### src/rtl/assert_macros.svh
// assertion macros used by the rtl module
`ifndef ASSERT_MACROS_SVH
`define ASSERT_MACROS_SVH

// clocked assertion, disabled while reset is asserted
`define FLA_ASSERT(lbl, clk_s, rst_n, prop, msg) \
	lbl: assert property (@(posedge clk_s) disable iff (!rst_n) prop) else $error(msg);

// implication checked from the next edge on
`define FLA_ASSERT_NEXT(lbl, clk_s, rst_n, ante, cons, msg) \
	lbl: assert property (@(posedge clk_s) disable iff (!rst_n) (ante) |=> (cons)) \
		else $error(msg);

`endif

### src/rtl/fla_pkg.sv
// types and constants for the free list allocator
package fla_pkg;

	localparam int MEM_BYTES   = 1024;
	localparam int MAX_REGIONS = 64;
	localparam int AW          = 6;
	localparam int CW          = 7;
	localparam int SAW         = 10;
	localparam int SZW         = 11;
	localparam int STW         = 16;

	typedef enum logic {
		ACT_ALLOC = 1'b0,
		ACT_FREE  = 1'b1
	} action_t;

	typedef enum logic [1:0] {
		ST_DONE  = 2'd0,
		ST_NOFIT = 2'd1,
		ST_FULL  = 2'd2
	} status_t;

	typedef enum logic [2:0] {
		S_INIT,
		S_IDLE,
		S_FIND,
		S_MOVE,
		S_PUT,
		S_STAT,
		S_DONE
	} state_t;

	typedef struct packed {
		logic             action;
		logic [SAW-1:0]   req_start;
		logic [SZW-1:0]   req_size;
	} req_t;

	typedef struct packed {
		logic [1:0]       status;
		logic [SAW-1:0]   alloc_addr;
		logic [CW-1:0]    region_count;
		logic [STW-1:0]   total_free;
		logic [SZW-1:0]   largest_free;
		logic [STW-1:0]   ok_count;
		logic [STW-1:0]   miss_count;
	} rsp_t;

	typedef struct packed {
		logic [SAW-1:0]   start;
		logic [SZW-1:0]   size;
	} entry_t;

endpackage

### src/rtl/free_list_fit_allocator.sv
// free list allocator: region table in one memory, scanned and shifted per request
// each request runs a search pass over the regions (skipped for a free into a full table),
// a shift of up to 63 entries where needed, and a statistics pass over the table after the step
// one request at a time: input is ready only while idle; single memory read port
// after reset the init state writes entry 0 with the whole memory, then input opens
// reset clears control, counters and the policy register; other table entries are undefined
`include "assert_macros.svh"

module free_list_fit_allocator import fla_pkg::*; (
	input  logic   clk,
	input  logic   arst_n,
	input  logic   in_valid,
	output logic   in_ready,
	input  req_t   in_data,
	output logic   out_valid,
	input  logic   out_ready,
	output rsp_t   out_data,
	input  logic   cfg_we,
	input  logic   cfg_wdata
);

	state_t           state_q, state_d;
	entry_t           mem [MAX_REGIONS];
	entry_t           rd_q;
	logic             mem_we;
	logic [AW-1:0]    mem_wa;
	entry_t           mem_wd;

	logic             policy_q;
	req_t             req_q;
	logic [CW-1:0]    total_q;
	logic [STW-1:0]   good_q, bad_q;
	logic [1:0]       status_q;
	logic [SAW-1:0]   addr_q;

	logic [CW-1:0]    cnt_q, lim_q;
	logic             down_q;
	logic             vld_s1;
	logic [AW-1:0]    idx_s1;
	logic             iss, phase_end;

	logic             found_q;
	logic [AW-1:0]    pick_q;
	entry_t           pick_e_q;
	logic [CW-1:0]    pos_q;

	logic [STW-1:0]   sum_q;
	logic [SZW-1:0]   larg_q;
	logic [STW:0]     sum_wide;

	rsp_t             out_q;
	logic             out_valid_q;
	logic             out_load;
	logic             is_free;
	logic             exact;

	// scan control
	assign iss       = (state_q == S_FIND || state_q == S_MOVE || state_q == S_STAT)
		&& (cnt_q != lim_q);
	assign phase_end = !iss && !vld_s1;
	assign is_free   = (req_q.action == ACT_FREE);
	assign exact     = (pick_e_q.size == req_q.req_size);
	assign sum_wide  = {1'b0, sum_q} + {{(STW+1-SZW){1'b0}}, rd_q.size};
	assign out_load  = (state_q == S_DONE) && (!out_valid_q || out_ready);
	assign in_ready  = (state_q == S_IDLE);
	assign out_valid = out_valid_q;
	assign out_data  = out_q;

	// state register
	always_ff @(posedge clk or negedge arst_n) begin
		if (!arst_n) begin
			state_q <= S_INIT;
		end else begin
			state_q <= state_d;
		end
	end

	// next state and memory write port
	always_comb begin
		state_d = state_q;
		mem_we  = 1'b0;
		mem_wa  = '0;
		mem_wd  = '0;
		case (state_q)
			S_INIT: begin
				mem_we        = 1'b1;
				mem_wd.size   = SZW'(MEM_BYTES);
				state_d       = S_IDLE;
			end
			S_IDLE: begin
				if (in_valid) begin
					if (in_data.action == ACT_FREE && total_q >= CW'(MAX_REGIONS)) begin
						state_d = S_STAT;
					end else begin
						state_d = S_FIND;
					end
				end
			end
			S_FIND: begin
				if (phase_end) begin
					if (is_free) begin
						state_d = S_MOVE;
					end else if (!found_q) begin
						state_d = S_STAT;
					end else if (exact) begin
						state_d = S_MOVE;
					end else begin
						state_d = S_PUT;
					end
				end
			end
			S_MOVE: begin
				mem_we = vld_s1;
				mem_wa = down_q ? idx_s1 + AW'(1) : idx_s1 - AW'(1);
				mem_wd = rd_q;
				if (phase_end) begin
					state_d = is_free ? S_PUT : S_STAT;
				end
			end
			S_PUT: begin
				mem_we = 1'b1;
				if (is_free) begin
					mem_wa       = pos_q[AW-1:0];
					mem_wd.start = req_q.req_start;
					mem_wd.size  = req_q.req_size;
				end else begin
					mem_wa       = pick_q;
					mem_wd.start = pick_e_q.start + req_q.req_size[SAW-1:0];
					mem_wd.size  = pick_e_q.size - req_q.req_size;
				end
				state_d = S_STAT;
			end
			S_STAT: begin
				if (phase_end) begin
					state_d = S_DONE;
				end
			end
			S_DONE: begin
				if (out_load) begin
					state_d = S_IDLE;
				end
			end
			default: begin
				state_d = S_IDLE;
			end
		endcase
	end

	// region memory
	always_ff @(posedge clk) begin
		if (mem_we) begin
			mem[mem_wa] <= mem_wd;
		end
		rd_q <= mem[cnt_q[AW-1:0]];
	end

	// request datapath
	always_ff @(posedge clk or negedge arst_n) begin
		if (!arst_n) begin
			policy_q    <= 1'b0;
			total_q     <= CW'(1);
			good_q      <= '0;
			bad_q       <= '0;
			cnt_q       <= '0;
			lim_q       <= '0;
			down_q      <= 1'b0;
			vld_s1      <= 1'b0;
			found_q     <= 1'b0;
			out_valid_q <= 1'b0;
		end else begin
			if (cfg_we) begin
				policy_q <= cfg_wdata;
			end

			// read issue pipeline
			vld_s1 <= iss;
			idx_s1 <= cnt_q[AW-1:0];
			if (iss) begin
				cnt_q <= down_q ? cnt_q - CW'(1) : cnt_q + CW'(1);
			end

			// statistics accumulation, held until the result register loads
			if (state_q == S_IDLE) begin
				sum_q  <= '0;
				larg_q <= '0;
			end else if (state_q == S_STAT && vld_s1) begin
				sum_q  <= sum_wide[STW] ? {STW{1'b1}} : sum_wide[STW-1:0];
				if (rd_q.size > larg_q) begin
					larg_q <= rd_q.size;
				end
			end

			// search pass
			if (state_q == S_FIND && vld_s1) begin
				if (is_free) begin
					if (idx_s1 == '0) begin
						if (req_q.req_start < rd_q.start) begin
							pos_q   <= '0;
							found_q <= 1'b1;
						end
					end else if (!found_q && rd_q.start >= req_q.req_start) begin
						pos_q   <= {1'b0, idx_s1};
						found_q <= 1'b1;
					end
				end else if (rd_q.size >= req_q.req_size) begin
					if (!found_q || (policy_q && rd_q.size < pick_e_q.size)) begin
						pick_q   <= idx_s1;
						pick_e_q <= rd_q;
						found_q  <= 1'b1;
					end
				end
			end

			case (state_q)
				S_IDLE: begin
					if (in_valid) begin
						req_q    <= in_data;
						addr_q   <= '0;
						found_q  <= 1'b0;
						pos_q    <= total_q;
						down_q   <= 1'b0;
						cnt_q    <= '0;
						lim_q    <= total_q;
						status_q <= (in_data.action == ACT_FREE
							&& total_q >= CW'(MAX_REGIONS)) ? ST_FULL : ST_DONE;
					end
				end
				S_FIND: begin
					if (phase_end) begin
						if (is_free) begin
							down_q <= 1'b1;
							cnt_q  <= total_q - CW'(1);
							lim_q  <= pos_q - CW'(1);
						end else if (!found_q) begin
							status_q <= ST_NOFIT;
							bad_q    <= (bad_q == {STW{1'b1}}) ? bad_q : bad_q + STW'(1);
							cnt_q    <= '0;
							lim_q    <= total_q;
						end else begin
							addr_q <= pick_e_q.start;
							good_q <= (good_q == {STW{1'b1}}) ? good_q : good_q + STW'(1);
							if (exact) begin
								cnt_q   <= {1'b0, pick_q} + CW'(1);
								lim_q   <= total_q;
								total_q <= total_q - CW'(1);
							end
						end
					end
				end
				S_MOVE: begin
					if (phase_end && !is_free) begin
						down_q <= 1'b0;
						cnt_q  <= '0;
						lim_q  <= total_q;
					end
				end
				S_PUT: begin
					down_q <= 1'b0;
					cnt_q  <= '0;
					if (is_free) begin
						total_q <= total_q + CW'(1);
						lim_q   <= total_q + CW'(1);
					end else begin
						lim_q <= total_q;
					end
				end
				default: begin
				end
			endcase

			// result register
			if (out_load) begin
				out_valid_q <= 1'b1;
			end else if (out_ready) begin
				out_valid_q <= 1'b0;
			end
		end
	end

	// result payload
	always_ff @(posedge clk) begin
		if (out_load) begin
			out_q.status        <= status_q;
			out_q.alloc_addr    <= addr_q;
			out_q.region_count  <= total_q;
			out_q.total_free    <= sum_q;
			out_q.largest_free  <= larg_q;
			out_q.ok_count      <= good_q;
			out_q.miss_count    <= bad_q;
		end
	end

	// checks
	`FLA_ASSERT(a_total_max, clk, arst_n, total_q <= CW'(MAX_REGIONS), "region count overflow")
	`FLA_ASSERT_NEXT(a_load_done, clk, arst_n, !out_valid_q && state_q != S_DONE, !out_valid_q, "result without done state")
	`FLA_ASSERT(a_write_idle, clk, arst_n, mem_we |-> (state_q != S_IDLE && state_q != S_FIND && state_q != S_STAT), "memory write outside update states")
	`FLA_ASSERT_NEXT(a_total_step, clk, arst_n, state_q == S_IDLE, total_q == $past(total_q), "region count moved while idle")

endmodule

### config.mk
export PLATFORM = sky130hd
export DESIGN_NAME = free_list_fit_allocator
export DESIGN_NICKNAME = d
export VERILOG_FILES = /design/src/rtl/fla_pkg.sv /design/src/rtl/free_list_fit_allocator.sv
export VERILOG_INCLUDE_DIRS = /design/src /design/src/rtl
export SDC_FILE = /design/constraint.sdc
export NUM_CORES = 2
export LEC_CHECK = 0
export CORE_MARGIN = 3
export CORE_UTILIZATION = 58
export DETAILED_ROUTE_END_ITERATION = 10
export DONT_BUFFER_PORTS = 1
export GPL_TIMING_DRIVEN = 0
export PLACE_DENSITY = 0.75
export SETUP_SLACK_MARGIN = 0.05
export SYNTH_ARGS = -nofsm -noshare
export SYNTH_HDL_FRONTEND = slang
export SYNTH_SLANG_ARGS = --single-unit
### constraint.sdc
create_clock -name clk -period 8.1 [get_ports clk]
set_input_delay 1.62 -clock clk [delete_from_list [all_inputs] [get_ports clk]]
set_output_delay 1.62 -clock clk [all_outputs]
set_load 0.005 [all_outputs]
Word-level counts from Yosys, hierarchy flattened
Memory sizes are Yosys's and may differ from the RTL's. A register that Yosys moved wholly into a read port is not among the register bits.
Index checks and enable logic that the tools add are counted.
{"block": "classes", "n_eq_ne": 22, "n_mux": 80, "bitwise": 4, "n_reduce_logical": 35, "add_sub_neg": 13, "n_lt_le_gt_ge": 6}
{"operator": "$mux 7", "n": 26}
{"operator": "$pmux 7 s4", "n": 2}
{"operator": "$mux 10", "n": 4}
{"operator": "$pmux 10 s2", "n": 2}
{"operator": "$reduce_and 5->1", "n": 7}
{"operator": "$pmux 11 s3", "n": 1}
{"operator": "$add 16x1->16 const B", "n": 2}
{"operator": "$eq 16x16->1 const B", "n": 2}
{"operator": "$mux 16", "n": 2}
{"operator": "$mux 3", "n": 9}
{"operator": "$mux 11", "n": 2}
{"operator": "$mux 21", "n": 1}
{"operator": "$sub 7x1->7 const B", "n": 3}
{"operator": "$ne 2x2->1 const B", "n": 10}
{"operator": "$mux 1", "n": 18}
{"operator": "$pmux 3 s6", "n": 1}
{"operator": "$add 16x11->17", "n": 1}
{"operator": "$add 7x1->7 const B", "n": 2}
{"operator": "$pmux 7 s2", "n": 1}
{"operator": "$mux 6", "n": 2}
{"operator": "$pmux 6 s2", "n": 1}
{"operator": "$reduce_and 6->1", "n": 2}
{"operator": "$eq 11x11->1", "n": 1}
{"operator": "$ge 11x11->1", "n": 1}
{"operator": "30 further kinds", "n": 57}
{"block": "totals", "ram_bits": 1344, "input_bits": 28, "n_memories": 1, "output_inout_bits": 80, "register_bits": 240}
{"name": "mem", "depth": 64, "word_bits": 21, "read_ports": 1, "rd_ports_with_merged_regs": 1, "write_ports": 1, "line": "free_list_fit_allocator.sv:23", "text": "entry_t mem [MAX_REGIONS];"}

Longest topological paths before layout
{"block": "logic_depth", "ltp_word": 10, "depth_mapped": 10, "ltp_nobuf": 9}

Worst setup path before layout
No wires, ideal clock.
{"block": "synth_timing", "kind": "input-to-reg", "from": "input out_ready", "to": "register out_q (netlist bit out_data[0]), enable pin", "required_ns": 7.474, "path_stages": 2, "arrival_time_ns": 7.385, "path_slack_ns": 0.089, "setup_time_ns": 0.626, "cell_sequence": "nand2b_1 > nor3b_1"}
{"block": "synth_via", "elab_chain_cells": 2}
{"element": "start, declared", "line": "free_list_fit_allocator.sv:16", "text": "input logic out_ready,"}
{"element": "$logic_or 1x1->1", "line": "free_list_fit_allocator.sv:64", "text": "assign out_load = (state_q == S_DONE) && (!out_valid_q || out_ready);"}
{"element": "$logic_and 1x1->1", "line": "free_list_fit_allocator.sv:64"}
{"element": "net out_load", "line": "free_list_fit_allocator.sv:53", "text": "logic out_load;"}
{"element": "end, declared", "line": "free_list_fit_allocator.sv:51", "text": "rsp_t out_q;"}
The timed path passes the listed nets, and every way through them passes these cells.
A chain may end at the register's enable or synchronous reset.

Worst setup path after layout
{"block": "layout_timing", "from": "register state_q[2]", "to": "memory mem[38][9] in the netlist's numbering, enable pin"}
{"block": "layout_via", "elab_chain_cells": 5, "elab_cells_between_ends": 8}
{"element": "start, declared", "line": "free_list_fit_allocator.sv:22", "text": "state_t state_q, state_d;"}
{"element": "start signal, assigned", "line": "free_list_fit_allocator.sv:74", "text": "state_q <= state_d;"}
{"element": "$eq 3x3->1 / $logic_not 3->1 (equally long branches)", "line": "free_list_fit_allocator.sv:84", "text": "case (state_q)"}
{"element": "$reduce_or 2->1 (no line)"}
{"element": "$pmux 1 s2", "line": "free_list_fit_allocator.sv:84"}
{"element": "$mux 1", "line": "free_list_fit_allocator.sv:151", "text": "if (mem_we) begin"}
{"element": "$mux 1 (implied by the code)", "line": "free_list_fit_allocator.sv:152", "text": "mem[mem_wa] <= mem_wd;"}
{"element": "end, declared", "line": "free_list_fit_allocator.sv:23"}
Several ways; a longest one is shown, not always the timed one.

==> flow_summary_export.csv <==
group,metric,value,unit
setup_path,crit_fanout,10,
clock_tree,tritoncts_num_sinks,1605,
cells_and_area,layout.cell_area.non_filler,0.0743,mm²
clock_tree,ctsHtreeMaxLevel,4,
cells_and_area,number_of_nets_in_the_layout,3700,
setup_path,cpMostUsedCell,"nand3_1",
place,placed_area,0.0693,mm²
sta,slew_headroom,0.121,
min_path,worst_hold_path_type,"register to register",
die,num_rows,122,
yosys,post_synthesis_cell_type_count,83,
cells_and_area,drive_gt1_frac,0.258,
min_path,holdPathEnd,"out_data[69]$_DFFE_PP_",
setup_path,timing.rr.end,"mem[38][9]$_DFFE_PP_",
sta,timing.fmax,188,MHz
route,drt_drc_violations_left,0,
grt,globalRoute.totalOverflow,0,
setup_path,worst-r2r-setup-slack,2.78,ns
setup_path,crit_path_max_cell_delay,1.08,ns
cells_and_area,layout_common_cells,"1523 x edfxtp_1, 410 x mux4_2, 160 x clkbuf_16",
clock_tree,cts_hold_buffers,0,
die,fp.coreArea,0.111,mm²
sta,worst_slew_pin_slew,1.32,ns
cells_and_area,area_delta_synth_final,14.4,%
cells_and_area,n_fill_cell,6927,
setup_path,cp_data_required_time,8.58,ns
setup_path,arrival_time_at_the_worst_endpoint,5.79,ns
clock_tree,clock-root-buffer,"clkbuf_16",
power_and_ir_drop,power_per_cell_area,346,mW/mm²
sta,grt_setup_unrepaired,"no",
yosys,synth-edff-count,1523,
sta,period_needed,5.32,ns
route,drtPass1Iterations,5,
route,drt-vias-per-instance,6.90,
sta,hold_viol,0,
place,io_buffers,0,
yosys,synth-warning-count,0,
die,die_y,341,µm
power_and_ir_drop,ir_worst_vdd,260,µV
route,wirelength,179,mm
clock_tree,clk-insertion-delay-late,0.79,ns
clock_tree,tritoncts,"built",
clock_tree,max-clock-path-buffers,3,
setup_path,critPathCaptureType,"register",
clock_tree,post_cts.repair.setup_buffers,0,
setup_path,r2r.worst_path.cells,8,
grt,number_of_antenna_violations_at_the_first_check_in_global_routing,2,
clock_tree,number_of_cts_inserted_buffers,159,
place,gp_congestion,0.946,
yosys,synth_sequential_area_ratio,0.734,
setup_path,critical_path.reg2reg.startpoint,"state_q[2]$_DFFE_PN0P_",
min_path,worstHoldPathCells,0,
setup_path,critical_path_buf_inv_count,4,
setup_path,timing.critical_path.slowest_stage_cell,"nor3_2",
run_status,status,"completed",
yosys,synthesis.nets,3387,
power_and_ir_drop,power.leakage,24.4,nW
die,dieArea,0.116,mm²
clock_tree,clkTransAtPathRegs,0.06,ns
min_path,holdCritStartpoint,"addr_q[3]$_SDFFCE_PN0P_",
route,drt-initial-drc-count,5447,
yosys,syn_area,0.0649,mm²
grt,first_global_vias,35800,
setup_path,critical_path.startpoint,"state_q[2]$_DFFE_PN0P_",
place,placedCellCount,4905,
job,drv_cap,0,
yosys,synth.avg_cell_area,19.9,µm²
grt,grt_usage,0.314,
route,routed_wire_length_per_instance,34.6,µm
sta,clock_skew,0.0407,ns
die,chipWidth,341,µm
cells_and_area,postLayoutCoreUtil,0.670,
yosys,syn_inst,3267,
setup_path,startpoint_to_endpoint_class_of_the_critical_path,"register to register",
setup_path,setup.worst_path.start_class,"register",
yosys,primary_ff_master_synth,"edfxtp_1",
sta,setup-violations-final,0,
route,via_count,35800,
die,floorplan.initialDensity,0.586,
place,detailedPlacementHpwl,120,mm
yosys,synth-seq-cells,1605,
yosys,asyncSetResetFlopFracSynth,0.0380,
setup_path,critical-path-top-delay-family,"simple AND/OR/NAND/NOR gates",
clock_tree,cts_resized,0,
cells_and_area,final_cells,5187,
cells_and_area,layout.cells.most_common,"edfxtp_1",
route,detail-route-antenna-nets,0,
grt,grt_first_pass_wirelength,259,mm
die,top_level_ports,108,
sta,final_min_period_over_clock_period,0.656,
sta,timing_max_transition_violations_final,0,
setup_path,worstPathCellList,"inv_1, clkbuf_1, nand3_1, o22ai_1, nand3_1, nor3_2, buf_6, buf_8",
grt,grt_max_degree,105,
[worst reg2reg max path, delay by kind of cell, from the launching register on]
kind,cells,cell delay (ns)
buf+inv,4,1.03
compound gates,1,1.01
flops,1,0.41
simple gates,3,2.58
[layer usage]
layer / GRT usage / part of all wire / vias to the layer above
met5: 0 / 0 / -
met4: 0.148 / 0.054 / 0
met3: 0.0730 / 0.12 / 535
met2: 0.504 / 0.49 / 2694
met1: 0.413 / 0.34 / 18400
li1: - / - / 14200
[flip-flops by register name, indices dropped and copies added, names as in the netlist, 2 cells and up]
name	cells
lim_q	7
pick_q	6
state_q	3
pos_q	7
out_data	78
rd_q	21
idx_s1	6
addr_q	10
status_q	2
sum_q	16
pick_e_q	21
good_q	16
bad_q	16
larg_q	11
mem	1344
cnt_q	7
req_q	21
total_q	7
[cell type report]
class,count,area [µm²],share of cell area
diodes,1,2.50,0.0000337
plain buffers,156,672,0.00905
clock buffers,189,4150,0.0559
clock inverters,90,776,0.0104
inverters,71,267,0.00359
multi-input cells,1435,16900,0.227
flip-flops and latches,1605,47700,0.642
well taps,1488,1860,0.0251
repair buffers,152,1980,0.0266
[cell usage after synthesis, types with 18 or more instances]
| master | instances | area [µm²] |
|---|---|---|
| and3_1 | 22 | 138 |
| dfrtp_1 | 60 | 1500 |
| clkbuf_1 | 89 | 334 |
| nor3_1 | 80 | 400 |
| o21ai_0 | 69 | 345 |
| a21oi_1 | 67 | 335 |
| mux2i_1 | 26 | 260 |
| nor2_1 | 76 | 285 |
| ha_1 | 87 | 1090 |
| buf_2 | 50 | 250 |
| a22oi_1 | 31 | 233 |
| xnor2_1 | 55 | 482 |
| inv_1 | 68 | 255 |
| mux4_2 | 410 | 9230 |
| nand4_1 | 27 | 169 |
| nand2b_1 | 18 | 113 |
| nand2_1 | 111 | 417 |
| nand3_1 | 41 | 205 |
| xor2_1 | 36 | 315 |
| edfxtp_1 | 1523 | 45700 |
| and2_1 | 21 | 131 |
| mux2_2 | 20 | 225 |
| dfxtp_1 | 21 | 420 |
[kinds of logic (layout without fill, tap and decap cells)]
kind of cell | count (synthesis) | count (layout) | synth area share
compound gates | 342 | 342 | 0.0356
xor+xnor | 91 | 91 | 0.0123
fa+ha+maj | 92 | 92 | 0.0183
buf+inv | 227 | 658 | 0.0144
flops | 1605 | 1605 | 0.734
mux | 457 | 457 | 0.150
other cells | 0 | 1 | 0
simple gates | 453 | 453 | 0.0353
[per-stage QoR]
step | TNS [ns] | hold WS (ns) | total power [mW] | worst slack [ns]
final | 0 | 0.417 | 25.7 | 2.78
after global routing | 0 | 0.433 | 26.5 | 2.88
after CTS | 0 | 0.418 | 25.6 | 2.80
after detailed placement | 0 | 0.405 | 18.5 | 2.83
after global placement | -642.95 | 0.409 | 18.1 | -1.66
after floorplan | 0 | 0.400 | 15.5 | 0.0888
[worst max path at each step]
stage               slack (ns)                     to  depth (start not counted)
floorplan                 0.09  out_data[0]$_DFFE_PP_                          2
global placement         -1.66   mem[24][7]$_DFFE_PP_                          6
detailed placement        2.83   mem[39][7]$_DFFE_PP_                          8
CTS                       2.80   mem[39][5]$_DFFE_PP_                          8
global route              2.88   mem[22][9]$_DFFE_PP_                          8
finish                    2.78   mem[38][9]$_DFFE_PP_                          8
[power breakdown]
| group | internal (mW) | total [mW] | leakage (nW) | switching [mW] |
|---|---|---|---|---|
| Combinational | 2.91 | 7.80 | 6.88 | 4.89 |
| Sequential | 10.4 | 10.9 | 15.1 | 0.421 |
| Clock | 3.88 | 7.02 | 2.38 | 3.14 |
| Total | 17.2 | 25.7 | 24.4 | 8.46 |
No activity file was read; power rests on OpenSTA's default activity.
